## src/hw/rtl/pbc_pkg.sv

```systemverilog
// shared types, register codes and helpers for the panic button controller
`default_nettype none

package pbc_pkg;

    localparam int unsigned CFG_INDEX_WIDTH = 4;
    localparam int unsigned CFG_DATA_WIDTH  = 16;
    localparam int unsigned TICKS_WIDTH     = 16;

    typedef enum logic [CFG_INDEX_WIDTH-1:0] {
        REG_LONG_PRESS      = 4'd0,
        REG_LONG_LOCKOUT    = 4'd1,
        REG_RELEASE_LOCKOUT = 4'd2,
        REG_PAIRING_MODE    = 4'd3,
        REG_LED_ON          = 4'd4,
        REG_LED_OFF_NORMAL  = 4'd5,
        REG_LED_OFF_ALARM   = 4'd6,
        REG_BUZZER_HALF     = 4'd7
    } pbc_reg_t;

    localparam logic [TICKS_WIDTH-1:0] RST_LONG_PRESS      = 16'd1000;
    localparam logic [TICKS_WIDTH-1:0] RST_LONG_LOCKOUT    = 16'd500;
    localparam logic [TICKS_WIDTH-1:0] RST_RELEASE_LOCKOUT = 16'd100;
    localparam logic [TICKS_WIDTH-1:0] RST_LED_ON          = 16'd500;
    localparam logic [TICKS_WIDTH-1:0] RST_LED_OFF_NORMAL  = 16'd500;
    localparam logic [TICKS_WIDTH-1:0] RST_LED_OFF_ALARM   = 16'd100;
    localparam logic [TICKS_WIDTH-1:0] RST_BUZZER_HALF     = 16'd700;

    typedef struct packed {
        logic [TICKS_WIDTH-1:0] long_press_ticks;
        logic [TICKS_WIDTH-1:0] long_lockout_ticks;
        logic [TICKS_WIDTH-1:0] release_lockout_ticks;
        logic                   pairing_mode;
        logic [TICKS_WIDTH-1:0] led_on_ticks;
        logic [TICKS_WIDTH-1:0] led_off_normal_ticks;
        logic [TICKS_WIDTH-1:0] led_off_alarm_ticks;
        logic [TICKS_WIDTH-1:0] buzzer_half_ticks;
    } pbc_cfg_t;

    typedef struct packed {
        logic alarm;
        logic short_seen;
        logic long_seen;
    } pbc_button_t;

    typedef enum logic [1:0] {
        BZ_IDLE = 2'd0,
        BZ_HIGH = 2'd1,
        BZ_LOW  = 2'd2
    } pbc_bz_phase_t;

    // saturate a 16-bit tick count to the largest value of a tw-bit timer
    function automatic logic [31:0] clip_ticks(input logic [TICKS_WIDTH-1:0] v,
                                               input int unsigned tw);
        logic [32:0] tmax;
        logic [32:0] ext;
        tmax = (33'd1 << tw) - 33'd1;
        ext  = {17'd0, v};
        if (ext > tmax) begin
            return tmax[31:0];
        end
        return ext[31:0];
    endfunction

endpackage

`default_nettype wire

```

## src/hw/rtl/pbc_cfg.sv

```systemverilog
// configuration register file
`default_nettype none

module pbc_cfg (
    input  wire logic                                 aclk,
    input  wire logic                                 aresetn,
    input  wire logic                                 cfg_valid,
    output logic                                      cfg_ready,
    input  wire logic [pbc_pkg::CFG_INDEX_WIDTH-1:0]  cfg_index,
    input  wire logic [pbc_pkg::CFG_DATA_WIDTH-1:0]   cfg_data,
    output pbc_pkg::pbc_cfg_t                         cfg
);
    import pbc_pkg::*;

    pbc_cfg_t cfg_reg;
    pbc_cfg_t cfg_next;

    assign cfg_ready = 1'b1;
    assign cfg       = cfg_reg;

    always_comb begin
        cfg_next = cfg_reg;
        if (cfg_valid) begin
            unique case (cfg_index)
                REG_LONG_PRESS:      cfg_next.long_press_ticks      = cfg_data;
                REG_LONG_LOCKOUT:    cfg_next.long_lockout_ticks    = cfg_data;
                REG_RELEASE_LOCKOUT: cfg_next.release_lockout_ticks = cfg_data;
                REG_PAIRING_MODE:    cfg_next.pairing_mode          = cfg_data[0];
                REG_LED_ON:          cfg_next.led_on_ticks          = cfg_data;
                REG_LED_OFF_NORMAL:  cfg_next.led_off_normal_ticks  = cfg_data;
                REG_LED_OFF_ALARM:   cfg_next.led_off_alarm_ticks   = cfg_data;
                REG_BUZZER_HALF:     cfg_next.buzzer_half_ticks     = cfg_data;
                default:             cfg_next = cfg_reg;
            endcase
        end
    end

    always_ff @(posedge aclk) begin
        if (!aresetn) begin
            cfg_reg.long_press_ticks      <= RST_LONG_PRESS;
            cfg_reg.long_lockout_ticks    <= RST_LONG_LOCKOUT;
            cfg_reg.release_lockout_ticks <= RST_RELEASE_LOCKOUT;
            cfg_reg.pairing_mode          <= 1'b0;
            cfg_reg.led_on_ticks          <= RST_LED_ON;
            cfg_reg.led_off_normal_ticks  <= RST_LED_OFF_NORMAL;
            cfg_reg.led_off_alarm_ticks   <= RST_LED_OFF_ALARM;
            cfg_reg.buzzer_half_ticks     <= RST_BUZZER_HALF;
        end else begin
            cfg_reg <= cfg_next;
        end
    end

endmodule

`default_nettype wire

```

## src/hw/rtl/pbc_button.sv

```systemverilog
// button press classifier, lockout timer and emergency latch
`default_nettype none

module pbc_button #(
    parameter int unsigned TIMER_WIDTH = 16
) (
    input  wire logic                aclk,
    input  wire logic                aresetn,
    input  wire logic                tick,
    input  wire logic                button_level,
    input  pbc_pkg::pbc_cfg_t        cfg,
    output pbc_pkg::pbc_button_t     status
);
    import pbc_pkg::*;

    localparam logic [TIMER_WIDTH-1:0] TMAX = {TIMER_WIDTH{1'b1}};

    logic                   press_active_reg, press_active_next;
    logic                   long_detected_reg, long_detected_next;
    logic                   alarm_reg, alarm_next;
    logic [TIMER_WIDTH-1:0] hold_reg, hold_next;
    logic [TIMER_WIDTH-1:0] lockout_reg, lockout_next;
    logic [31:0]            long_lock_clip;
    logic [31:0]            rel_lock_clip;
    logic                   short_seen;
    logic                   long_seen;
    logic                   pressed;

    assign pressed        = !button_level;
    assign long_lock_clip = clip_ticks(cfg.long_lockout_ticks, TIMER_WIDTH);
    assign rel_lock_clip  = clip_ticks(cfg.release_lockout_ticks, TIMER_WIDTH);

    always_comb begin
        press_active_next  = press_active_reg;
        long_detected_next = long_detected_reg;
        alarm_next         = alarm_reg;
        hold_next          = hold_reg;
        lockout_next       = lockout_reg;
        short_seen         = 1'b0;
        long_seen          = 1'b0;
        if (lockout_reg != '0) begin
            lockout_next = lockout_reg - 1'b1;
        end else if (pressed) begin
            if (!press_active_reg) begin
                press_active_next = 1'b1;
                hold_next         = '0;
            end else if (hold_reg != TMAX) begin
                hold_next = hold_reg + 1'b1;
            end
            if (({{(33-TIMER_WIDTH){1'b0}}, hold_next} > {17'd0, cfg.long_press_ticks})
                && !long_detected_reg) begin
                long_detected_next = 1'b1;
                long_seen          = 1'b1;
                alarm_next         = 1'b0;
                lockout_next       = long_lock_clip[TIMER_WIDTH-1:0];
            end
        end else if (press_active_reg) begin
            if (long_detected_reg) begin
                long_detected_next = 1'b0;
            end else begin
                short_seen = 1'b1;
                if (!cfg.pairing_mode) begin
                    alarm_next = 1'b1;
                end
            end
            lockout_next      = rel_lock_clip[TIMER_WIDTH-1:0];
            press_active_next = 1'b0;
        end
    end

    assign status.alarm      = alarm_next;
    assign status.short_seen = short_seen;
    assign status.long_seen  = long_seen;

    always_ff @(posedge aclk) begin
        if (!aresetn) begin
            press_active_reg  <= 1'b0;
            long_detected_reg <= 1'b0;
            alarm_reg         <= 1'b0;
            hold_reg          <= '0;
            lockout_reg       <= '0;
        end else if (tick) begin
            press_active_reg  <= press_active_next;
            long_detected_reg <= long_detected_next;
            alarm_reg         <= alarm_next;
            hold_reg          <= hold_next;
            lockout_reg       <= lockout_next;
        end
    end

endmodule

`default_nettype wire

```

## src/hw/rtl/pbc_indicator.sv

```systemverilog
// led blinker and buzzer sequencer
`default_nettype none

module pbc_indicator #(
    parameter int unsigned TIMER_WIDTH = 16
) (
    input  wire logic          aclk,
    input  wire logic          aresetn,
    input  wire logic          tick,
    input  wire logic          alarm,
    input  pbc_pkg::pbc_cfg_t  cfg,
    output logic               led_pin,
    output logic               buzzer_pin
);
    import pbc_pkg::*;

    localparam logic [TIMER_WIDTH-1:0] TMAX = {TIMER_WIDTH{1'b1}};

    logic                   led_off_reg, led_off_next;
    logic [TIMER_WIDTH-1:0] led_timer_reg, led_timer_next;
    logic [TIMER_WIDTH-1:0] led_bump;
    logic [15:0]            led_dur;
    logic [31:0]            led_dur_clip;

    pbc_bz_phase_t          bz_phase_reg, bz_phase_next, bz_phase_cur;
    logic [TIMER_WIDTH-1:0] bz_timer_reg, bz_timer_next, bz_timer_cur;
    logic [TIMER_WIDTH-1:0] bz_bump;
    logic [31:0]            bz_half_clip;

    // led
    always_comb begin
        if (led_off_reg) begin
            led_dur = alarm ? cfg.led_off_alarm_ticks : cfg.led_off_normal_ticks;
        end else begin
            led_dur = cfg.led_on_ticks;
        end
        led_dur_clip   = clip_ticks(led_dur, TIMER_WIDTH);
        led_bump       = (led_timer_reg == TMAX) ? TMAX : led_timer_reg + 1'b1;
        led_off_next   = led_off_reg;
        led_timer_next = led_bump;
        if (led_bump >= led_dur_clip[TIMER_WIDTH-1:0]) begin
            led_off_next   = !led_off_reg;
            led_timer_next = '0;
        end
    end

    assign led_pin = led_off_reg;

    // buzzer next state
    assign bz_half_clip = clip_ticks(cfg.buzzer_half_ticks, TIMER_WIDTH);

    always_comb begin
        bz_phase_cur = bz_phase_reg;
        bz_timer_cur = bz_timer_reg;
        unique case (bz_phase_reg)
            BZ_HIGH, BZ_LOW: bz_phase_cur = bz_phase_reg;
            default: begin
                bz_phase_cur = BZ_IDLE;
                if (alarm) begin
                    bz_phase_cur = BZ_HIGH;
                    bz_timer_cur = '0;
                end
            end
        endcase
        bz_bump       = (bz_timer_cur == TMAX) ? TMAX : bz_timer_cur + 1'b1;
        bz_phase_next = bz_phase_cur;
        bz_timer_next = bz_timer_cur;
        if (bz_phase_cur != BZ_IDLE) begin
            bz_timer_next = bz_bump;
            if (bz_bump >= bz_half_clip[TIMER_WIDTH-1:0]) begin
                bz_timer_next = '0;
                if (bz_phase_cur == BZ_HIGH) begin
                    bz_phase_next = BZ_LOW;
                end else begin
                    bz_phase_next = alarm ? BZ_HIGH : BZ_IDLE;
                end
            end
        end
    end

    // buzzer output
    always_comb begin
        buzzer_pin = (bz_phase_cur == BZ_HIGH);
    end

    always_ff @(posedge aclk) begin
        if (!aresetn) begin
            led_off_reg   <= 1'b0;
            led_timer_reg <= '0;
            bz_phase_reg  <= BZ_IDLE;
            bz_timer_reg  <= '0;
        end else if (tick) begin
            led_off_reg   <= led_off_next;
            led_timer_reg <= led_timer_next;
            bz_phase_reg  <= bz_phase_next;
            bz_timer_reg  <= bz_timer_next;
        end
    end

endmodule

`default_nettype wire

```

## src/hw/rtl/panic_button_controller.sv

```systemverilog
// panic button controller top level with result register
//
//  channel   direction  handshake            payload
//  s_        in         s_tvalid / s_tready  s_tdata[0] button_level
//  m_        out        m_tvalid / m_tready  m_tdata[4:0] result fields
//  cfg_      in         cfg_valid/cfg_ready  cfg_index, cfg_data
//
// one tick item per cycle; its result appears in the result register on the
// next cycle, from one pass of counter and compare logic over the state.
// the state registers and the result valid flag clear on reset, the config
// registers load their defaults. a held result stalls input only while
// m_tready is low with a result waiting; cfg_ready is always high.
`default_nettype none

module panic_button_controller #(
    parameter int unsigned TIMER_WIDTH = 16
) (
    input  wire logic                                aclk,
    input  wire logic                                aresetn,
    input  wire logic                                s_tvalid,
    output logic                                     s_tready,
    input  wire logic [7:0]                          s_tdata,   // [0] button_level
    output logic                                     m_tvalid,
    input  wire logic                                m_tready,
    output logic [7:0]                               m_tdata,   // [0] emergency, [1] led_pin,
                                                                // [2] buzzer_pin,
                                                                // [3] short_press_seen,
                                                                // [4] long_press_seen
    input  wire logic                                cfg_valid,
    output logic                                     cfg_ready,
    input  wire logic [pbc_pkg::CFG_INDEX_WIDTH-1:0] cfg_index,
    input  wire logic [pbc_pkg::CFG_DATA_WIDTH-1:0]  cfg_data
);
    import pbc_pkg::*;

    pbc_cfg_t    cfg;
    pbc_button_t status;
    logic        tick;
    logic        led_pin;
    logic        buzzer_pin;
    logic        m_tvalid_reg;
    logic [7:0]  m_tdata_reg;

    assign s_tready = !m_tvalid_reg || m_tready;
    assign tick     = s_tvalid && s_tready;

    pbc_cfg u_cfg (
        .aclk      (aclk),
        .aresetn   (aresetn),
        .cfg_valid (cfg_valid),
        .cfg_ready (cfg_ready),
        .cfg_index (cfg_index),
        .cfg_data  (cfg_data),
        .cfg       (cfg)
    );

    pbc_button #(
        .TIMER_WIDTH (TIMER_WIDTH)
    ) u_button (
        .aclk         (aclk),
        .aresetn      (aresetn),
        .tick         (tick),
        .button_level (s_tdata[0]),
        .cfg          (cfg),
        .status       (status)
    );

    pbc_indicator #(
        .TIMER_WIDTH (TIMER_WIDTH)
    ) u_indicator (
        .aclk       (aclk),
        .aresetn    (aresetn),
        .tick       (tick),
        .alarm      (status.alarm),
        .cfg        (cfg),
        .led_pin    (led_pin),
        .buzzer_pin (buzzer_pin)
    );

    always_ff @(posedge aclk) begin
        if (!aresetn) begin
            m_tvalid_reg <= 1'b0;
        end else if (tick) begin
            m_tvalid_reg <= 1'b1;
        end else if (m_tready) begin
            m_tvalid_reg <= 1'b0;
        end
    end

    always_ff @(posedge aclk) begin
        if (tick) begin
            m_tdata_reg <= {3'b000, status.long_seen, status.short_seen,
                            buzzer_pin, led_pin, status.alarm};
        end
    end

    assign m_tvalid = m_tvalid_reg;
    assign m_tdata  = m_tdata_reg;

endmodule

`default_nettype wire

```

## config.mk

```make
export PLATFORM = sky130hd
export DESIGN_NAME = panic_button_controller
export DESIGN_NICKNAME = d
export VERILOG_FILES = /design/src/hw/rtl/pbc_pkg.sv /design/src/hw/rtl/pbc_cfg.sv /design/src/hw/rtl/pbc_button.sv /design/src/hw/rtl/pbc_indicator.sv /design/src/hw/rtl/panic_button_controller.sv
export SDC_FILE = /design/constraint.sdc
export NUM_CORES = 1
export LEC_CHECK = 0
export ABC_AREA = 1
export CORE_ASPECT_RATIO = 1.4
export CORE_UTILIZATION = 25
export CTS_CLUSTER_DIAMETER = 30
export DETAILED_ROUTE_END_ITERATION = 16
export DONT_BUFFER_PORTS = 1
export SLEW_MARGIN = 20
export SYNTH_ARGS = -nofsm -noshare
export SYNTH_HDL_FRONTEND = slang
export SYNTH_SLANG_ARGS = --single-unit
export TNS_END_PERCENT = 100
```

## constraint.sdc

```tcl
create_clock -name aclk -period 7.03 [get_ports aclk]
set_clock_uncertainty 0.1 [all_clocks]
set_input_delay 1.0545 -clock aclk [delete_from_list [all_inputs] [get_ports aclk]]
set_output_delay 1.0545 -clock aclk [all_outputs]
set_load 0.02 [all_outputs]
```

Word-level counts from Yosys, hierarchy flattened
Index checks and enable logic that the tools add are counted.
{ "word_totals": {"ff_bits": 189, "input_bits": 33, "output_inout_bits": 11, "elab_cells": 110} }
{ "classes": {"muxes": 36, "n_addsub": 4, "n_reduce_logical": 28, "n_bitwise": 3, "n_eq_ne": 15, "n_lt_le_gt_ge": 3} }
{ "op_table": {"columns": ["cell", "count"], "rows": [
  ["2-to-1 mux 16 bit", 17],
  ["adder 16 x 1 -> 16 bit (second input constant)", 3],
  ["equality test 16 bit (second input constant)", 2],
  [">= comparator 16 bit", 2],
  ["AND reduction 2 bit", 10],
  ["equality test 4 x 3 -> 1 bit (second input constant)", 4],
  ["> comparator 16 bit", 1],
  ["!= test 16 bit (second input constant)", 1],
  ["nonzero test 16 bit", 1],
  ["subtractor 16 x 1 -> 16 bit (second input constant)", 1],
  ["2-to-1 mux 1 bit", 15],
  ["equality test 4 x 2 -> 1 bit (second input constant)", 2],
  ["2-to-1 mux 2 bit", 4],
  ["AND reduction 3 bit", 2],
  ["nonzero test 2 bit", 3],
  ["equality test 2 x 1 -> 1 bit (second input constant)", 2],
  ["equality test 4 x 1 -> 1 bit (second input constant)", 1],
  ["zero test 4 bit", 1],
  ["AND reduction 4 bit", 1],
  ["OR reduction 2 bit", 2],
  ["zero test 1 bit", 3],
  ["!= test 3 x 1 -> 1 bit (second input constant)", 1],
  ["inverter 1 bit", 3],
  ["nonzero test 3 bit", 1],
  ["5 further kinds", 6]
]} }

Longest topological paths before layout
Gate-level depths: netlist of the first run.
{ "logic_depth": {"word_depth": 17, "mapped_depth": 44, "depth_no_buf": 41} }

Modules after synthesis
From an unflattened synthesis of the first run, not the netlist that was laid out.
{ "hier_totals": {"hier_cells": 1719, "hier_area_um2": 11369.7} }
{ "modules_own_cells": {"columns": ["module", "seq_area_each_um2", "cells_per_inst", "n_inst", "area_each_um2"], "rows": [
  ["pbc_cfg", 2262.2, 620, 1, 4366.7],
  ["pbc_indicator", 700.7, 595, 1, 3639.7],
  ["pbc_button", 700.7, 488, 1, 3135.5],
  ["panic_button_controller", 170.2, 16, 1, 227.7]
]} }

Least setup slack after synthesis of the first run
OpenSTA, ideal clock, no wires.
{ "synth_timing": {"path_kind": "register to register", "start": "register u_button.hold_reg[0]", "end": "register u_indicator.bz_timer_reg[5]", "t_arrival_ns": 5.376, "synth_period_minus_slack_ns": 5.594, "path_buffers": 2, "path_stages_with_launch": 40, "setup_ns": 0.118, "path_slack_ns": 1.436, "required_time_ns": 6.812, "cell_sequence": "dfxtp_1 ha_1 inv_1 nor4_1 nand3_1 nor2_2 nand2_2 o21ai_0 a21oi_1 or2_2 inv_1 ha_1 nand2_1 nor2_1 nand2_1 nor2_1 nor3_1 nand3_2 (+4 left out) inv_1 ha_1 nand4_1 nor2_4 nand4_1 and2_1 ha_1 nand2_1 inv_1 nand3_1 nor3_1 nand3_1 nand3_1 inv_1 nand2_1 inv_1 a21oi_1 nor2_1"} }
{ "synth_between": {"elab_chain_len": 17, "elab_cells_between_ends": 22, "cone_classes": "add/sub: 2; order compare: 2; eq/ne: 2; mux: 14; reduce/logical: 2"} }
{ "synth_rtl": {"columns": ["item", "line", "source"], "rows": [
  ["start: declaration", "pbc_button.sv:21", "logic [TIMER_WIDTH-1:0] hold_reg, hold_next;"],
  ["start signal: assignment", "pbc_button.sv:86", "hold_reg <= hold_next;"],
  ["adder 16 x 1 -> 16 bit / != test 16 bit (equally long branches)", "pbc_button.sv:48, pbc_button.sv:47", null],
  ["2-to-1 mux 16 bit (*)", "pbc_button.sv:47", "end else if (hold_reg != TMAX) begin"],
  ["2-to-1 mux 16 bit (*)", "pbc_button.sv:44", "if (!press_active_reg) begin"],
  ["2-to-1 mux 16 bit (*)", "pbc_button.sv:43", "end else if (pressed) begin"],
  ["2-to-1 mux 16 bit (*)", "pbc_button.sv:41", "if (lockout_reg != '0) begin"],
  ["> comparator 16 bit (*)", "pbc_button.sv:50", "if (({{(33-TIMER_WIDTH){1'b0}}, hold_next} > {17'd0, cfg.long_press_ticks})"],
  ["logical AND 1 bit (*)", "pbc_button.sv:51", "&& !long_detected_reg) begin"],
  ["2-to-1 mux 1 bit (*)", "pbc_button.sv:50", null],
  ["2-to-1 mux 1 bit (*)", "pbc_button.sv:43", null],
  ["2-to-1 mux 1 bit (*)", "pbc_button.sv:41", null],
  ["2-to-1 mux 16 bit", "pbc_indicator.sv:59", "if (alarm) begin"],
  ["2-to-1 mux 16 bit", "pbc_indicator.sv:55", "unique case (bz_phase_reg)"],
  ["adder 16 x 1 -> 16 bit / equality test 16 bit (equally long branches)", "pbc_indicator.sv:65", "bz_bump = (bz_timer_cur == TMAX) ? TMAX : bz_timer_cur + 1'b1;"],
  ["2-to-1 mux 16 bit", "pbc_indicator.sv:65", null],
  [">= comparator 16 bit", "pbc_indicator.sv:70", "if (bz_bump >= bz_half_clip[TIMER_WIDTH-1:0]) begin"],
  ["2-to-1 mux 16 bit", "pbc_indicator.sv:70", null],
  ["2-to-1 mux 16 bit (*)", "pbc_indicator.sv:68", "if (bz_phase_cur != BZ_IDLE) begin"],
  ["end signal: assignment", "pbc_indicator.sv:96", "bz_timer_reg <= bz_timer_next;"],
  ["end: declaration", "pbc_indicator.sv:26", "logic [TIMER_WIDTH-1:0] bz_timer_reg, bz_timer_next, bz_timer_cur;"]
]} }
Mark *: on every way between the ends. The rest lies on a longest branch, timed or not. The select of a mux whose other input is x is not followed.
A chain may end at the register's enable or synchronous reset.

Final worst setup path of the first run
{ "layout_timing": {"start": "register u_button.hold_reg[0]", "end": "register u_indicator.bz_timer_reg[14]"} }
The elaborated chain is that of the path after synthesis.

==> run metrics, run 1 <==
Placed Area 10,570 µm²; Final Wtd Congestion 0.8207; clk_lat worst skew 450 ps; clk buf depth 2; Synth cell types 45; Post-Place Cells 1,935; worst reg2reg startpoint u_button.hold_reg[0]$_SDFFE_PN0P_; Synth Warn # 0; Die H 239.7 µm; Avg Inst Size Synth 6.917 µm²; total track usage 0.1399; I/O Buffers 0; cell count of the worst hold path 2; Crit Path Category reg -> reg; fin. max-slew vios 0; post-synthesis sequential area ratio 0.3799; Util after Layout 0.2806; Synth top area share 0.3650; Non-Filler Instances 1,966; max_cap viols 0; fmax 0.1562 GHz; number of antenna violations at the first check in global routing 0; First-pass DRT Iterations 5; outcome finished clean; Largest register FFs 113; Hold Crit Start u_cfg.cfg[53]$_SDFFE_PN1P_; P_leak 0.004711 µW; Reg-to-Reg End u_indicator.bz_timer_reg[14]$_SDFFE_PN0P_; Cell Pwr Density 244.9 nW/µm²; vias in the first global route 8,616; Slowest-stage cell, CP dfxtp_1; final setup vio count 0; R2R depth 36; CTS Root Cell clkbuf_16; Syn Std Cell Area 10,090 µm²; antenna diode count 0; slew of the pin with the lowest slew margin 982.7 ps; CTS tree done; most used cell, CP nand2_1; Antenna Nets Post-Route 0; clk slew on worst S/H paths 70 ps; final hold vios 0; setup total negative slack 0 ps; vias per inst 4.714; first-pass GRT wire length 44,830 µm; Synth Instances 1,459; Multi-input gate area 5413 µm²; Worst EP required 7300 ps; largest net degree at the start of global routing 128; Area Overhead vs Synth 10.08%; drt drc 0; Avg WL per Cell 14.41 µm; IO Pins 44; worst-path fanout max 23; post-route clock period utilization 0.9109; Starting DRT DRC Count 774; final instance area 11,110 µm²; total gr overflow 0; total power 2721 µW; post-cts sizing count 0; leading area contributor after synthesis dfxtp_1; number of CTS-inserted buffers 17; FILL cells 4,357; shortest period the worst path allows 6404 ps; Crit. End Element register; Site Rows 86; Seq cells post-synth 189; detailed-placement wirelength estimate 19,600 µm; total wire length 28,320 µm; Vias 9,268; layout cells sized above 1 0.05216; CP max stage delay 400 ps; end of the worst hold path u_cfg.cfg[53]$_SDFFE_PN1P_; worst hold-check path type reg -> reg; postcts setup bufs 0; synth top area cells dfxtp_1 36%, nand2_1 10%, o21ai_0 8.2%, nor2_1 8.1%, ha_1 6.6%; Chip Width 171.8 µm; CTS HTree Levels 4; register-to-register setup slack 630 ps; FF+latch area 3834 µm²; core box area 39,600 µm²; WP data arrival 6680 ps; hold_buf cts 0; Die ar. 41,190 µm²; Worst Setup Start Kind register; critical path buffer and inverter count 6; slew margin rel. 0.3433; clock sink count 189; layout net count 1,512; delay-heaviest family, CP simple AND/OR/NAND/NOR gates; initial core utilization 0.2549; IR Drop Worst-Case VDD 155.0 µV
worst max path at each step:
stage                                      startpoint                                        end  cells after the start
floorplan           u_button.hold_reg[0]$_SDFFE_PN0P_   u_indicator.bz_timer_reg[5]$_SDFFE_PN0P_                     39
global placement    u_button.hold_reg[0]$_SDFFE_PN0P_  u_indicator.bz_timer_reg[14]$_SDFFE_PN0P_                     34
detailed placement  u_button.hold_reg[0]$_SDFFE_PN0P_  u_indicator.bz_timer_reg[14]$_SDFFE_PN0P_                     36
CTS                 u_button.hold_reg[0]$_SDFFE_PN0P_  u_indicator.bz_timer_reg[14]$_SDFFE_PN0P_                     38
global route        u_button.hold_reg[0]$_SDFFE_PN0P_  u_indicator.bz_timer_reg[14]$_SDFFE_PN0P_                     34
finish              u_button.hold_reg[0]$_SDFFE_PN0P_  u_indicator.bz_timer_reg[14]$_SDFFE_PN0P_                     36
power by group:
group	switching (µW)	internal, µW	leakage, µW
sequential	61.7	1150	0.00154
combinational	396	193	0.00290
clock	452	465	0.000262
final cells by class:
class | count | area share
inverter | 158 | 0.05361
tap | 528 | 0.05947
clock inverter | 11 | 0.007659
multi-input combinational | 1050 | 0.4872
timing repair buffer | 10 | 0.006758
clock buffer | 20 | 0.04021
sequential | 189 | 0.3451
synthesized netlist by cell type, drive strengths merged:
cell	count
nand2	281
nor2	224
dfxtp	184
o21ai	165
inv	152
a21oi	116
nand3	81
clkbuf	57
ha	53
nor3	23
a211oi	17
xor2	14
nand4	13
o211ai	12
a22oi	8
xnor2	8
a31oi	7
buf	7
clkinv	6
nor4	6
edfxtp	5
or2	5
a21o	3
conb	2
a221oi	1
a311oi	1
a31o	1
a32o	1
and2	1
mux2i	1
nand3b	1
o21bai	1
o31ai	1
o41ai	1
metal layers:
| layer | GRT usage | vias to the layer above | wire, µm |
|---|---|---|---|
| li1 | - | 4715 | - |
| met1 | 0.1578 | 4322 | 12070 |
| met2 | 0.2515 | 195 | 14250 |
| met3 | 0.02396 | 36 | 1063 |
| met4 | 0.06704 | 0 | 934 |
| met5 | 0 | - | 0 |
worst min-delay path: cells and delay by family (launching register included):
family,cells,cell delay (ps)
AND/OR/NAND/NOR,2,100
flip-flops,1,320
layout by cell type (no fill, tap or decap), types with 21 or more instances in the layout:
| master | synthesis | routed |
|---|---|---|
| dfxtp_1 | 184 | 184 |
| o21ai_0 | 165 | 165 |
| inv_1 | 147 | 146 |
| a21oi_1 | 116 | 116 |
| ha_1 | 53 | 53 |
| nor3_1 | 22 | 21 |
| nor2_1 | 218 | 218 |
| nand2_1 | 274 | 274 |
| nand3_1 | 75 | 75 |
metrics by stage:
step                      setup WS (ps)  hold slack (ps)
after floorplan                    1436            323.6
after global placement            631.4            331.7
after detailed placement          554.4            337.4
after CTS                         499.4            355.2
after global routing             -9.555            366.8
final                             626.2            356.4
cells by family (layout without fill, tap and decap cells):
family | Yosys count | count (layout) | share of synthesized area
compound gates | 335 | 335 | 0.1794
buf+inv | 222 | 199 | 0.08567
simple gates | 635 | 635 | 0.2685
flops | 189 | 189 | 0.3799
mux | 1 | 1 | 0.0009919
fa+ha+maj | 53 | 53 | 0.06571
other cells | 2 | 4 | 0.0007441
xor+xnor | 22 | 22 | 0.01909
(Power assumes the default switching activity.)
==> run 2, diff against run 1 <==
CORE_UTILIZATION = 50   (was 25)
==> run 2 against run 1 <==
  * Largest cell class unchanged
  * Largest power group unchanged
  * Critical endpoint is now u_indicator.bz_timer_reg[6]$_SDFFE_PN0P_
  * Sequential share of layout area rose by 0.80 points
  * Wire length down 5.4%
  * Via count down 1.8%
  * Total power increased by 3.0%
==> run metrics, run 2 (synthesis gave the netlist of run 1 again) <==
initial core utilization 0.5086 (was 0.2549); total power 2802 µW (was 2721 µW); CTS HTree Levels 4 (unchanged); First-pass DRT Iterations 5 (unchanged); final setup vio count 0 (unchanged); Hold Crit Start u_cfg.cfg[93]$_SDFFE_PN0P_ (was u_cfg.cfg[53]$_SDFFE_PN1P_); IO Pins 44 (unchanged); largest net degree at the start of global routing 128 (unchanged); RSZ-0062 raised after global routing no; Area Overhead vs Synth 7.587% (was 10.08%); most frequent cells in the layout 274 x nand2_1, 218 x nor2_1, 184 x dfxtp_1 (unchanged); register-to-register setup slack 530 ps (was 630 ps); worst reg2reg startpoint u_button.hold_reg[0]$_SDFFE_PN0P_ (unchanged); final hold vios 0 (unchanged); Crit Path Category reg -> reg (unchanged); clk slew on worst S/H paths 70 ps (about the same); fmax 0.1539 GHz (was 0.1562 GHz); I/O Buffers 0 (unchanged); Chip Width 122.1 µm (was 171.8 µm); critical path endpoint u_indicator.bz_timer_reg[6]$_SDFFE_PN0P_ (was u_indicator.bz_timer_reg[14]$_SDFFE_PN0P_); Worst Setup SP u_button.hold_reg[0]$_SDFFE_PN0P_ (unchanged); most common cell after layout, fill and taps aside nand2_1 (unchanged); CTS tree done (unchanged); Antenna Nets Post-Route 0 (unchanged); vias in the first global route 8,581 (was 8,616); Slowest-stage cell, CP dfxtp_1 (unchanged); Site Rows 61 (was 86); hold_buf cts 0 (unchanged); Die H 170.1 µm (was 239.7 µm); number of CTS-inserted buffers 17 (unchanged); Crit. End Element register (unchanged); antenna diode count 0 (unchanged); total wire length 26,790 µm (was 28,320 µm); postcts setup bufs 0 (unchanged); CTS Root Cell clkbuf_16 (unchanged); Largest register FFs 113 (unchanged); IR Drop Worst-Case VDD 189.7 µV (was 155.0 µV); Reg-to-Reg End u_indicator.bz_timer_reg[6]$_SDFFE_PN0P_ (was u_indicator.bz_timer_reg[14]$_SDFFE_PN0P_); R2R depth 37 (was 36); layout net count 1,515 (was 1,512); Worst Setup Start Kind register (unchanged); outcome finished clean (unchanged); clock sink count 189 (unchanged); Avg WL per Cell 15.81 µm (was 14.41 µm); max_cap viols 0 (unchanged); vias per inst 5.372 (was 4.714); clk_lat worst skew 450 ps (about the same); Vias 9,100 (was 9,268); drt drc 0 (unchanged); fin. max-slew vios 0 (unchanged); core box area 19,840 µm² (was 39,600 µm²); Die ar. 20,760 µm² (was 41,190 µm²); CP max stage delay 390 ps (was 400 ps); number of antenna violations at the first check in global routing 0 (unchanged); worst-path fanout max 15 (was 23); detailed-placement wirelength estimate 17,550 µm (was 19,600 µm); clk buf depth 2 (unchanged); first-pass GRT wire length 43,490 µm (was 44,830 µm); total track usage 0.2695 (was 0.1399); slew margin rel. 0.3924 (was 0.3433); slew of the pin with the lowest slew margin 908.1 ps (was 982.7 ps); setup slack after layout 531.9 ps (was 626.2 ps); total gr overflow 0 (unchanged); WP data arrival 6740 ps (was 6680 ps); layout cells sized above 1 0.05617 (was 0.05216); worst hold-check path type reg -> reg (unchanged); Starting DRT DRC Count 550 (was 774); post-cts sizing count 0 (unchanged); setup total negative slack 0 ps (unchanged); shortest period the worst path allows 6498 ps (was 6404 ps); Worst EP required 7270 ps (was 7300 ps); post-route clock period utilization 0.9243 (was 0.9109); pre-CTS setup slack 513.7 ps (was 554.4 ps); P_leak 0.004757 µW (was 0.004711 µW); Cell Pwr Density 258.0 nW/µm² (was 244.9 nW/µm²); most used cell, CP inv_1 (was nand2_1); Final Wtd Congestion 0.8867 (was 0.8207)
[run 2: cell count changes in the layout (fill, tap and decap cells not counted), sizes merged]
cell,previous run,this run
clkinv,11,10
buf,10,13
clkinvlp,1,2
inv,157,159
clkbuf,20,17
bufinv,0,2
[run 2: critical path: cells and delay by family (launching register included)]
kind            cells  cell delay [ps]
buf+inv             7              690
fa+ha+maj           4              870
compound gates      2              510
simple gates       24             3810
flops               1              390
[run 2: metrics by stage]
step                utilization  instance area, µm²  instances  hold slack [ps]
floorplan                     -               10100       1461            323.6
global placement         0.5161               10240       1662            332.3
detailed placement       0.5161               10240       1662            338.8
CTS                      0.5466               10850       1694            350.6
global route             0.5472               10860       1694            363.9
finish                   0.5472               10860       1694            349.5
[run 2: worst min path at each step]
stage | slack (ps) | depth (start not counted) | endpoint
after floorplan | 320 | 2 | u_cfg.cfg[53]$_SDFFE_PN1P_
after global placement | 330 | 2 | u_cfg.cfg[53]$_SDFFE_PN1P_
after detailed placement | 340 | 2 | u_cfg.cfg[55]$_SDFFE_PN1P_
after CTS | 350 | 2 | u_cfg.cfg[93]$_SDFFE_PN0P_
after global routing | 360 | 2 | u_cfg.cfg[93]$_SDFFE_PN0P_
final | 350 | 2 | u_cfg.cfg[93]$_SDFFE_PN0P_
[run 2: routing by layer]
metal / vias up / GRT usage / share of wire
met1: 4166 / 0.3382 / 0.46
met2: 160 / 0.4630 / 0.48
met5: - / 0 / 0
met3: 39 / 0.03887 / 0.035
met4: 0 / 0.09915 / 0.025
li1: 4735 / - / -
[run 2: area by class of cell]
class,instances,area (µm²)
sequential,189,3834
multi-input combinational,1050,5413
clock buffer,17,425.4
timing repair buffer,13,97.59
clock inverter,15,180.2
fill,2055,8986
inverter,158,593.1
tap,252,315.3
[run 2: where the power goes]
part	total [µW]	internal [µW]	switching (µW)
Combinational	577	193	384
Sequential	1210	1150	61.3
Clock	1010	538	472
Total	2800	1880	917
